--- src/hw/rtl/c8_pkg.sv ---
// Shared types and constants of the CHIP-8 interpreter core.
package c8_pkg;

  localparam int ADDR_W   = 12;
  localparam int MEM_SIZE = 4096;
  localparam int ROWS     = 32;
  localparam int ROW_W    = 5;
  localparam int PIX_W    = 64;

  // Item kinds on the input channel
  localparam logic [1:0] OPER_EXEC  = 2'd0;
  localparam logic [1:0] OPER_WRITE = 2'd1;
  localparam logic [1:0] OPER_READ  = 2'd2;
  localparam logic [1:0] OPER_ROW   = 2'd3;

  localparam logic [15:0] OP_CLS = 16'h00E0;
  localparam logic [15:0] OP_RET = 16'h00EE;

  // Opcode groups (top nibble)
  localparam logic [3:0] GRP_SYS  = 4'h0;
  localparam logic [3:0] GRP_JP   = 4'h1;
  localparam logic [3:0] GRP_CALL = 4'h2;
  localparam logic [3:0] GRP_SE   = 4'h3;
  localparam logic [3:0] GRP_SNE  = 4'h4;
  localparam logic [3:0] GRP_SER  = 4'h5;
  localparam logic [3:0] GRP_LD   = 4'h6;
  localparam logic [3:0] GRP_ADD  = 4'h7;
  localparam logic [3:0] GRP_ALU  = 4'h8;
  localparam logic [3:0] GRP_SNER = 4'h9;
  localparam logic [3:0] GRP_LDI  = 4'hA;
  localparam logic [3:0] GRP_JPV  = 4'hB;
  localparam logic [3:0] GRP_RND  = 4'hC;
  localparam logic [3:0] GRP_DRW  = 4'hD;
  localparam logic [3:0] GRP_KEY  = 4'hE;
  localparam logic [3:0] GRP_MISC = 4'hF;

  localparam logic [7:0] KK_SKP  = 8'h9E;
  localparam logic [7:0] KK_SKNP = 8'hA1;

  localparam logic [7:0] FX_GET_DT = 8'h07;
  localparam logic [7:0] FX_WAIT   = 8'h0A;
  localparam logic [7:0] FX_SET_DT = 8'h15;
  localparam logic [7:0] FX_SET_ST = 8'h18;
  localparam logic [7:0] FX_ADD_I  = 8'h1E;
  localparam logic [7:0] FX_FONT   = 8'h29;
  localparam logic [7:0] FX_BCD    = 8'h33;
  localparam logic [7:0] FX_STORE  = 8'h55;
  localparam logic [7:0] FX_LOAD   = 8'h65;

  // 8xyN operation codes
  localparam logic [3:0] ALU_LD   = 4'h0;
  localparam logic [3:0] ALU_OR   = 4'h1;
  localparam logic [3:0] ALU_AND  = 4'h2;
  localparam logic [3:0] ALU_XOR  = 4'h3;
  localparam logic [3:0] ALU_ADD  = 4'h4;
  localparam logic [3:0] ALU_SUB  = 4'h5;
  localparam logic [3:0] ALU_SHR  = 4'h6;
  localparam logic [3:0] ALU_SUBN = 4'h7;
  localparam logic [3:0] ALU_SHL  = 4'hE;

  localparam logic [15:0] FONT_BASE = 16'h0050;
  localparam logic [11:0] PC_START  = 12'h200;
  localparam logic [4:0]  NO_WAIT   = 5'd16;
  localparam logic [3:0]  FLAG_REG  = 4'hF;

  typedef struct packed {
    logic [7:0] res;
    logic       flag;
    logic       wr_x;
    logic       wr_flag;
  } alu_out_t;

endpackage

--- src/hw/rtl/c8_alu.sv ---
// Register-to-register arithmetic of the 8xyN opcodes.
module c8_alu (
  input  logic [7:0]       a,
  input  logic [7:0]       b,
  input  logic [3:0]       n,
  output c8_pkg::alu_out_t result
);
  import c8_pkg::*;

  logic [8:0] sum;

  assign sum = {1'b0, a} + {1'b0, b};

  // Pick result and flag per operation code
  always_comb begin
    result = '0;
    unique case (n)
      ALU_LD: begin
        result.res = b; result.wr_x = 1'b1;
      end
      ALU_OR: begin
        result.res = a | b; result.wr_x = 1'b1;
      end
      ALU_AND: begin
        result.res = a & b; result.wr_x = 1'b1;
      end
      ALU_XOR: begin
        result.res = a ^ b; result.wr_x = 1'b1;
      end
      ALU_ADD: begin
        result = '{res: sum[7:0], flag: sum[8], wr_x: 1'b1, wr_flag: 1'b1};
      end
      ALU_SUB: begin
        result = '{res: a - b, flag: (a >= b), wr_x: 1'b1, wr_flag: 1'b1};
      end
      ALU_SHR: begin
        result = '{res: {1'b0, a[7:1]}, flag: a[0], wr_x: 1'b1, wr_flag: 1'b1};
      end
      ALU_SUBN: begin
        result = '{res: b - a, flag: (b >= a), wr_x: 1'b1, wr_flag: 1'b1};
      end
      ALU_SHL: begin
        result = '{res: {a[6:0], 1'b0}, flag: a[7], wr_x: 1'b1, wr_flag: 1'b1};
      end
      default: result = '0;
    endcase
  end

endmodule

--- config.mk ---
export PLATFORM = sky130hd
export DESIGN_NAME = c8_alu
export DESIGN_NICKNAME = d
export VERILOG_FILES = /design/src/hw/rtl/c8_pkg.sv /design/src/hw/rtl/c8_alu.sv
export SDC_FILE = /design/constraint.sdc
export NUM_CORES = 1
export LEC_CHECK = 0
export BUFFER_PORTS_ARGS = -buffer_cell sky130_fd_sc_hd__buf_2
export CORE_AREA = 2 2 61 63
export DETAILED_ROUTE_END_ITERATION = 10
export DIE_AREA = 0 0 63 65
export PLACE_DENSITY_LB_ADDON = 0.08
export SLEW_MARGIN = 25
export SYNTH_ARGS = -nofsm -noshare
export SYNTH_HDL_FRONTEND = slang
export SYNTH_SLANG_ARGS = --single-unit
--- constraint.sdc ---
create_clock -name vclk -period 1.8
set_input_delay 0.09 -clock vclk [all_inputs]
set_output_delay 0.09 -clock vclk [all_outputs]
set_load 0.005 [all_outputs]
==> out/results.ini, run 1 <==
[routing]
drc=0
vias=2433
drt-total-wl_mm=7.33
initialDrtViolationCount=232
dr.pass1.iters=5
post_drt_wl_per_cell_um=18.2
via_per_inst=6.05
drtAntennaViolNets=0

[place]
dp.cells=392
place_congestion=0.953
dp_hpwl_mm=4.91
io_buffers=31
pre_cts_ws_ns=-0.299

[layout]
n_antenna_cell=0
n_fill_cell=204
regArea_um2=0
multi_input_area_um2=1990
nClkBuffers=0
instances_no_fill=402
syn2layout_area_growth_pct=63.0
nFlopsAndLatches=0
drive_gt1_frac=0.492
fin_nets=414

[sta]
slew_viol_final=0
holdWs_ns=0.684
relSlewSlack=0.588
setup_slack_ns=-0.228
final.setup.tns_ns=-0.767
period_share=1.13
fmax_mhz=493
finalSetupViolCount=6
rsz0062_at_grt=true
worst_slew_pin_slew_ns=0.613
final.min_clock_period_ns=2.03
finalHoldViolCount=0

[setup_path]
end_kind=primary output
max_stage_delay_ns=0.47
cp.arrival_ns=1.94
critPathMaxFanout=3
crit_required_ns=1.71
crit_slowest_cell=fa_1
cp_cell_sequence=buf_12, ha_4, fa_1, inv_1, mux4_2, a21oi_2, a21oi_1, o31a_1, buf_2
startpoint_type=primary input
worst-setup-path-type=primary input to primary output

[floorplan]
core_um2=3500
io_pins=31
die_h_um=65
die_x_um=63
initial_core_util=0.525
dieArea_um2=4100
row_count=22

[worst_hold_path]
holdPathStages=3
hold_path.class=primary input to primary output

[synthesis]
syn_nets=318
yosys_warnings=0
syn_inst=260
syn_avg_cell_area_um2=7.05
ys_seq_area_frac=0
netlist_area_um2=1830
ys_types=55

[pwr]
vdd.ir_drop.worst_uv=200
p_leak_nw=1.34
p_per_area_nw_per_um2=311

[status]
status=complete, but fails checks
violations=negative setup slack

[global_route]
grt_pass1_wl_mm=10.6
grt_max_degree=18
overflow=0
grt_pass1_vias=2202
antenna_found_initial=0
grt_use_total=0.322

[job]
max_cap_violations=0

[clocking]
hold_buffers=0

power breakdown:
group | total [W] | internal [W] | switching, W
registers | 0 | 0 | 0
logic | 0.000929 | 0.000450 | 0.000479
clock network | 0 | 0 | 0
Yosys cell counts, drive strengths merged, types with 4 or more instances:
| library cell | number | area share |
|---|---|---|
| o21ai | 21 | 0.057 |
| o31ai | 5 | 0.020 |
| o22ai | 4 | 0.014 |
| ha | 35 | 0.24 |
| a21oi | 21 | 0.063 |
| xnor2 | 10 | 0.048 |
| buf | 13 | 0.042 |
| nor3 | 7 | 0.019 |
| nand2 | 15 | 0.032 |
| a211oi | 4 | 0.016 |
| mux2i | 8 | 0.044 |
| nand2b | 6 | 0.020 |
| nand3 | 5 | 0.014 |
| nor4 | 4 | 0.014 |
| inv | 29 | 0.059 |
| nand4 | 4 | 0.014 |
| o211ai | 4 | 0.016 |
| nor2 | 24 | 0.050 |
worst paths after layout:
path              startpoint   endpoint  slack [ns]
setup / recovery        a[0]  result[4]       -0.23
hold / removal          n[3]  result[5]        0.68
stage by stage:
stage,area (um2),total power (W),utilization
after floorplan,1830,0.000402,-
after global placement,2470,0.000682,0.707
after detailed placement,2470,0.000693,0.707
after CTS,2690,0.000771,0.769
after global routing,2990,0.000991,0.855
final,2990,0.000929,0.855
metal layers:
metal / GRT usage / part of all wire / vias to the layer above / routed length (um)
li1: - / - / 1129 / -
met4: 0.0750 / 0.034 / 0 / 249
met2: 0.551 / 0.49 / 147 / 3560
met3: 0.0278 / 0.077 / 27 / 565
met1: 0.438 / 0.40 / 1130 / 2960
met5: 0 / 0 / - / 0
cell families (layout without fill, tap and decap cells):
group / count (synthesis) / after routing / synth area share
xor+xnor: 10 / 10 / 0.0477
compound gates: 84 / 84 / 0.314
mux: 10 / 10 / 0.0621
buf+inv: 43 / 137 / 0.103
fa+ha+maj: 38 / 38 / 0.271
simple gates: 75 / 75 / 0.201
layout make-up:
class | instances | share of cell area
Inverter | 29 | 0.0423
Tap cell | 48 | 0.0201
Multi-Input combinational cell | 217 | 0.665
Timing Repair Buffer | 108 | 0.273
cells in the final DEF, fill, tap and decap left out, types with 3 or more instances in the layout:
cell type   n
nand2_1    14
ha_1       20
buf_4      68
o21ai_1     4
buf_2      26
nor3_1      6
nand4_1     4
nor4_1      4
inv_1      15
nand2b_1    5
inv_4       3
nand3_1     5
xnor2_1    10
or3_1       3
o22ai_1     4
nor2_1     18
buf_6      12
o31a_1      3
a21oi_1    15
ha_4       10
ha_2        5
o21ai_0    14
inv_2       9
nor2_4      4
a211oi_1    3
a21oi_2     4
mux2i_1     8
o211ai_1    4
timing repair:
item                       CTS  global route
cloned                       0             0
gates resized for setup     50            52
buffers inserted             2             9
pin swaps                    9            35
setup endpoints to repair    8             8
worst max-delay path, delay by kind of cell:
kind	cells	cell delay, ns
compound gates	3	0.47
mux	1	0.46
fa+ha+maj	2	0.62
buf+inv	3	0.28
No activity file was read; power rests on OpenSTA's default activity.
==> run 2, diff against run 1 <==
==> constraint.sdc (replaced) <==
create_clock -name vclk -period 1.8
set_input_delay 0.54 -clock vclk [all_inputs]
set_output_delay 0.54 -clock vclk [all_outputs]
set_load 0.005 [all_outputs]
==> out/results.ini, run 2 (synthesis gave the netlist of run 1 again) <==
[status]
status=complete, but fails checks  ; unchanged
violations=negative setup slack  ; unchanged

[setup_path]
cp.arrival_ns=2.47  ; was 1.94 ns
startpoint_type=primary input  ; unchanged
max_stage_delay_ns=0.34  ; was 0.47 ns
crit_required_ns=1.26  ; was 1.71 ns
crit_family=compound AO/OA/AOI/OAI gates  ; was adder cells
worst-setup-path-type=primary input to primary output  ; unchanged
critPathMaxFanout=3  ; unchanged
cp_cell_sequence=buf_8, buf_6, buf_4, ha_4, buf_6, a211oi_2, nor2_2, buf_4, o41a_1, o22ai_1, a211o_1, buf_2  ; was buf_12, ha_4, fa_1, inv_1, mux4_2, a21oi_2, a21oi_1, o31a_1, buf_2
crit_buf_inv=6  ; was 3
end_kind=primary output  ; unchanged
crit_slowest_cell=o41a_1  ; was fa_1

[sta]
fmax_mhz=332  ; was 493 MHz
rsz0062_at_grt=true  ; unchanged
period_share=1.67  ; was 1.13
finalHoldViolCount=0  ; unchanged
setup_slack_ns=-1.21  ; was -0.228 ns
slew_viol_final=0  ; unchanged
final.min_clock_period_ns=3.01  ; was 2.03 ns
worst_slew_pin_slew_ns=0.497  ; was 0.613 ns
finalSetupViolCount=9  ; was 6
relSlewSlack=0.666  ; was 0.588

[layout]
n_antenna_cell=0  ; unchanged
n_fill_cell=176  ; was 204
layout_common_cells=92 x buf_4, 26 x ha_1, 24 x buf_2  ; was 68 x buf_4, 26 x buf_2, 20 x ha_1
regArea_um2=0  ; unchanged
nClkBuffers=0  ; unchanged
fin_util=0.884  ; was 0.855
syn2layout_area_growth_pct=68.4  ; was 63.0%
fin_nets=437  ; was 414
layout_commonest_cell=buf_4  ; unchanged
nFlopsAndLatches=0  ; unchanged
drive_gt1_frac=0.504  ; was 0.492

[floorplan]
core_um2=3500  ; unchanged
io_pins=31  ; unchanged
dieArea_um2=4100  ; unchanged
initial_core_util=0.525  ; unchanged
row_count=22  ; unchanged
die_h_um=65  ; unchanged
die_x_um=63  ; unchanged

[job]
max_cap_violations=0  ; unchanged

[global_route]
antenna_found_initial=0  ; unchanged
grt_use_total=0.358  ; was 0.322
grt_pass1_wl_mm=11.8  ; was 10.6 mm
grt_pass1_vias=2486  ; was 2202
grt_max_degree=13  ; was 18
overflow=0  ; unchanged

[place]
dp_hpwl_mm=5.25  ; was 4.91 mm
place_congestion=0.960  ; was 0.953
io_buffers=31  ; unchanged

[routing]
drtAntennaViolNets=0  ; unchanged
drc=0  ; unchanged
drt-total-wl_mm=7.84  ; was 7.33 mm
post_drt_wl_per_cell_um=18.5  ; was 18.2 um
vias=2631  ; was 2433
via_per_inst=6.19  ; was 6.05
dr.pass1.iters=6  ; was 5
initialDrtViolationCount=332  ; was 232

[pwr]
p_total_w=0.000940  ; was 0.000929 W
vdd.ir_drop.worst_uv=233  ; was 200 uV
p_leak_nw=1.44  ; was 1.34 nW
p_per_area_nw_per_um2=304  ; was 311 nW/um2

[worst_hold_path]
hold_path.class=primary input to primary output  ; unchanged

-- run 2: cell count changes in the layout (fill, tap and decap cells not counted), moves of 3 or more --
cell,previous run,this run
buf_4,68,92
ha_2,5,2
o21ai_1,4,7
ha_1,20,26
ha_4,10,7
-- run 2: what timing repair did --
action	CTS	global route
hold buffers	0	0
gates cloned	0	0
pin swaps	17	21
setup buffers	5	6
setup endpoints to repair	11	11
resized for setup	36	16
-- run 2: metal layers --
layer  global-route usage  part of all wire  vias up
met4                0.128             0.063        0
li1                     -                 -     1172
met1                0.463              0.38     1190
met5                    0                 0        -
met2                0.620              0.46      196
met3               0.0313             0.096       73
-- run 2: path summary, 6_finish.rpt --
kind / from / endpoint / cells after the start
min: b[0] / result[3] / 5
max: a[0] / result[8] / 12
-- run 2: report_power, final --
| part | switching [W] | leakage, nW | internal, W | total (W) |
|---|---|---|---|---|
| clock | 0 | 0 | 0 | 0 |
| combinational | 0.000479 | 1.44 | 0.000461 | 0.000940 |
| sequential | 0 | 0 | 0 | 0 |
-- run 2: metrics by stage --
| step | setup TNS (ns) | hold WS, ns | cell area (um2) | worst slack [ns] | std cells |
|---|---|---|---|---|---|
| CTS | -8.18 | 1.55 | 2990 | -1.09 | 420 |
| detailed placement | -9.09 | 1.60 | 2790 | -1.14 | 416 |
| finish | -8.82 | 1.58 | 3090 | -1.21 | 425 |
| global placement | -8.63 | 1.59 | 2790 | -1.07 | 416 |
| global route | -9.41 | 1.62 | 3090 | -1.24 | 425 |
| floorplan | -4.67 | 1.21 | 1990 | -0.853 | 260 |
-- run 2: area by class of cell --
| cell class | instances | area (um2) | area share |
|---|---|---|---|
| Timing Repair Buffer | 131 | 992 | 0.321 |
| Inverter | 29 | 129 | 0.0417 |
| Multi-Input combinational cell | 217 | 1910 | 0.618 |
| Tap cell | 48 | 60.1 | 0.0194 |
==> run 3, diff against run 2 <==
BUFFER_PORTS_ARGS = unset   (was -buffer_cell sky130_fd_sc_hd__buf_2)
CORE_AREA = 2 2 57 59   (was 2 2 61 63)
DIE_AREA = 0 0 59 61   (was 0 0 63 65)
DONT_BUFFER_PORTS = 1   (was unset)
clock period = 3.9 ns   (was 1.8 ns; I/O delays follow)
==> out/results.ini, run 3 (synthesis gave the netlist of run 1 again) <==
[status]
status=complete, but fails checks  ; unchanged
violations=negative setup slack  ; unchanged

[sta]
final.min_clock_period_ns=3.93
rsz0062_at_grt=true  ; unchanged
fmax_mhz=254
setup_slack_ns=-0.0311  ; was -1.21 ns
slew_viol_final=0  ; unchanged
finalSetupViolCount=1  ; was 9
worst_slew_pin_slew_ns=0.579  ; was 0.497 ns
period_share=1.01
final.setup.tns_ns=-0.0311  ; was -8.82 ns
relSlewSlack=0.611  ; was 0.666
finalHoldViolCount=0  ; unchanged

[place]
placed_cell_area_um2=1950  ; was 2790 um2
dp.cells=300  ; was 416
pre_cts_ws_ns=-0.0775  ; was -1.14 ns
io_buffers=0  ; was 31
dp_hpwl_mm=4.14  ; was 5.25 mm
place_congestion=1.01  ; was 0.960

[layout]
nClkBuffers=0  ; unchanged
nFlopsAndLatches=0  ; unchanged
regArea_um2=0  ; unchanged
syn2layout_area_growth_pct=16.2  ; was 68.4%
drive_gt1_frac=0.233  ; was 0.504
layout_commonest_cell=ha_1  ; was buf_4
layout_common_cells=29 x ha_1, 22 x inv_1, 22 x nor2_1, 22 x buf_4, 15 x a21oi_1  ; was 92 x buf_4, 26 x ha_1, 24 x buf_2
fin_nets=330  ; was 437
instances_no_fill=303  ; was 425
fin_area_um2=2130  ; was 3090 um2
n_antenna_cell=0  ; unchanged

[setup_path]
worst-setup-path-type=primary input to primary output  ; unchanged
cp.arrival_ns=2.76  ; was 2.47 ns
max_stage_delay_ns=0.48  ; was 0.34 ns
end_kind=primary output  ; unchanged
startpoint_type=primary input  ; unchanged
crit_family=adder cells  ; was compound AO/OA/AOI/OAI gates
crit_buf_inv=2  ; was 6
crit_slowest_cell=fa_1  ; was o41a_1
crit_required_ns=2.73  ; was 1.26 ns
cp_cell_sequence=inv_12, ha_4, fa_1, inv_1, mux4_2, a21oi_2, a21oi_1, o31a_1  ; was buf_8, buf_6, buf_4, ha_4, buf_6, a211oi_2, nor2_2, buf_4, o41a_1, o22ai_1, a211o_1, buf_2
critPathMaxFanout=4  ; was 3

[floorplan]
core_um2=2950  ; was 3500 um2
row_count=20  ; was 22
die_h_um=61  ; was 65 um
io_pins=31  ; unchanged
die_x_um=59  ; was 63 um
dieArea_um2=3600  ; was 4100 um2
initial_core_util=0.621  ; was 0.525

[pwr]
p_leak_nw=0.904  ; was 1.44 nW
p_total_w=0.000265  ; was 0.000940 W
p_per_area_nw_per_um2=124  ; was 304 nW/um2
vdd.ir_drop.worst_uv=72.6  ; was 233 uV

[job]
max_cap_violations=0  ; unchanged

[routing]
drc=0  ; unchanged
via_per_inst=6.52  ; was 6.19
drt-total-wl_mm=5.54  ; was 7.84 mm
drtAntennaViolNets=0  ; unchanged
post_drt_wl_per_cell_um=18.3  ; was 18.5 um
initialDrtViolationCount=254  ; was 332
dr.pass1.iters=5  ; was 6
vias=1977  ; was 2631

[global_route]
grt_use_total=0.295  ; was 0.358
overflow=0  ; unchanged
grt_max_degree=30  ; was 13
antenna_found_initial=0  ; unchanged
grt_pass1_vias=1686  ; was 2486
grt_pass1_wl_mm=8.14  ; was 11.8 mm

[worst_hold_path]
hold_path.class=primary input to primary output  ; unchanged
holdPathStages=1  ; was 5
min_to=result[0]  ; was result[3]
min_from=n[3]  ; was b[0]

[run 3: cell count changes in the layout (fill, tap and decap cells not counted), sizes merged]
cell | before | now
clkinvlp | 2 | 0
buf | 130 | 24
inv | 27 | 29
clkbuf | 1 | 0
[run 3: repair_timing]
action | 4_1_cts | 5_1_grt
pin swaps | 3 | 10
endpoints found under the setup margin | 4 | 5
endpoints found under the hold margin | 0 | 0
hold buffers | 0 | 0
buffers inserted | 1 | 2
gates resized for setup | 13 | 25
[run 3: worst max-delay path by stage]
stage	from	endpoint	slack, ns	depth (start not counted)
global placement	a[3]	result[10]	-0.1	8
detailed placement	b[0]	result[4]	-0.08	8
finish	b[0]	result[4]	-0.03	8
floorplan	b[0]	result[4]	-0.01	8
CTS	a[2]	result[10]	-0.02	9
global route	b[0]	result[4]	-0.07	8
[run 3: layout make-up]
| class | count | area (um2) |
|---|---|---|
| timing repair buffer | 24 | 188 |
| multi-input combinational | 217 | 1780 |
| tap | 33 | 41.3 |
| inverter | 29 | 121 |
| fill | 267 | 822 |
[run 3: metal layers]
metal	global-route usage	wire, um	vias up	part of all wire
met4	0.00649	53	0	0.0096
met1	0.439	2430	908	0.44
li1	-	-	950	-
met5	0	0	-	0
met3	0.0256	586	6	0.11
met2	0.490	2470	113	0.45
[run 3: stage by stage]
step | hold WS, ns | util
floorplan | 2.47 | -
global placement | 2.40 | 0.661
detailed placement | 2.40 | 0.661
CTS | 2.40 | 0.678
global route | 2.40 | 0.722
finish | 2.40 | 0.722
[run 3: where the power goes]
part	leakage [nW]	internal (W)	total (W)	switching [W]
Combinational	0.904	0.000123	0.000265	0.000142
Sequential	0	0	0	0
Clock	0	0	0	0
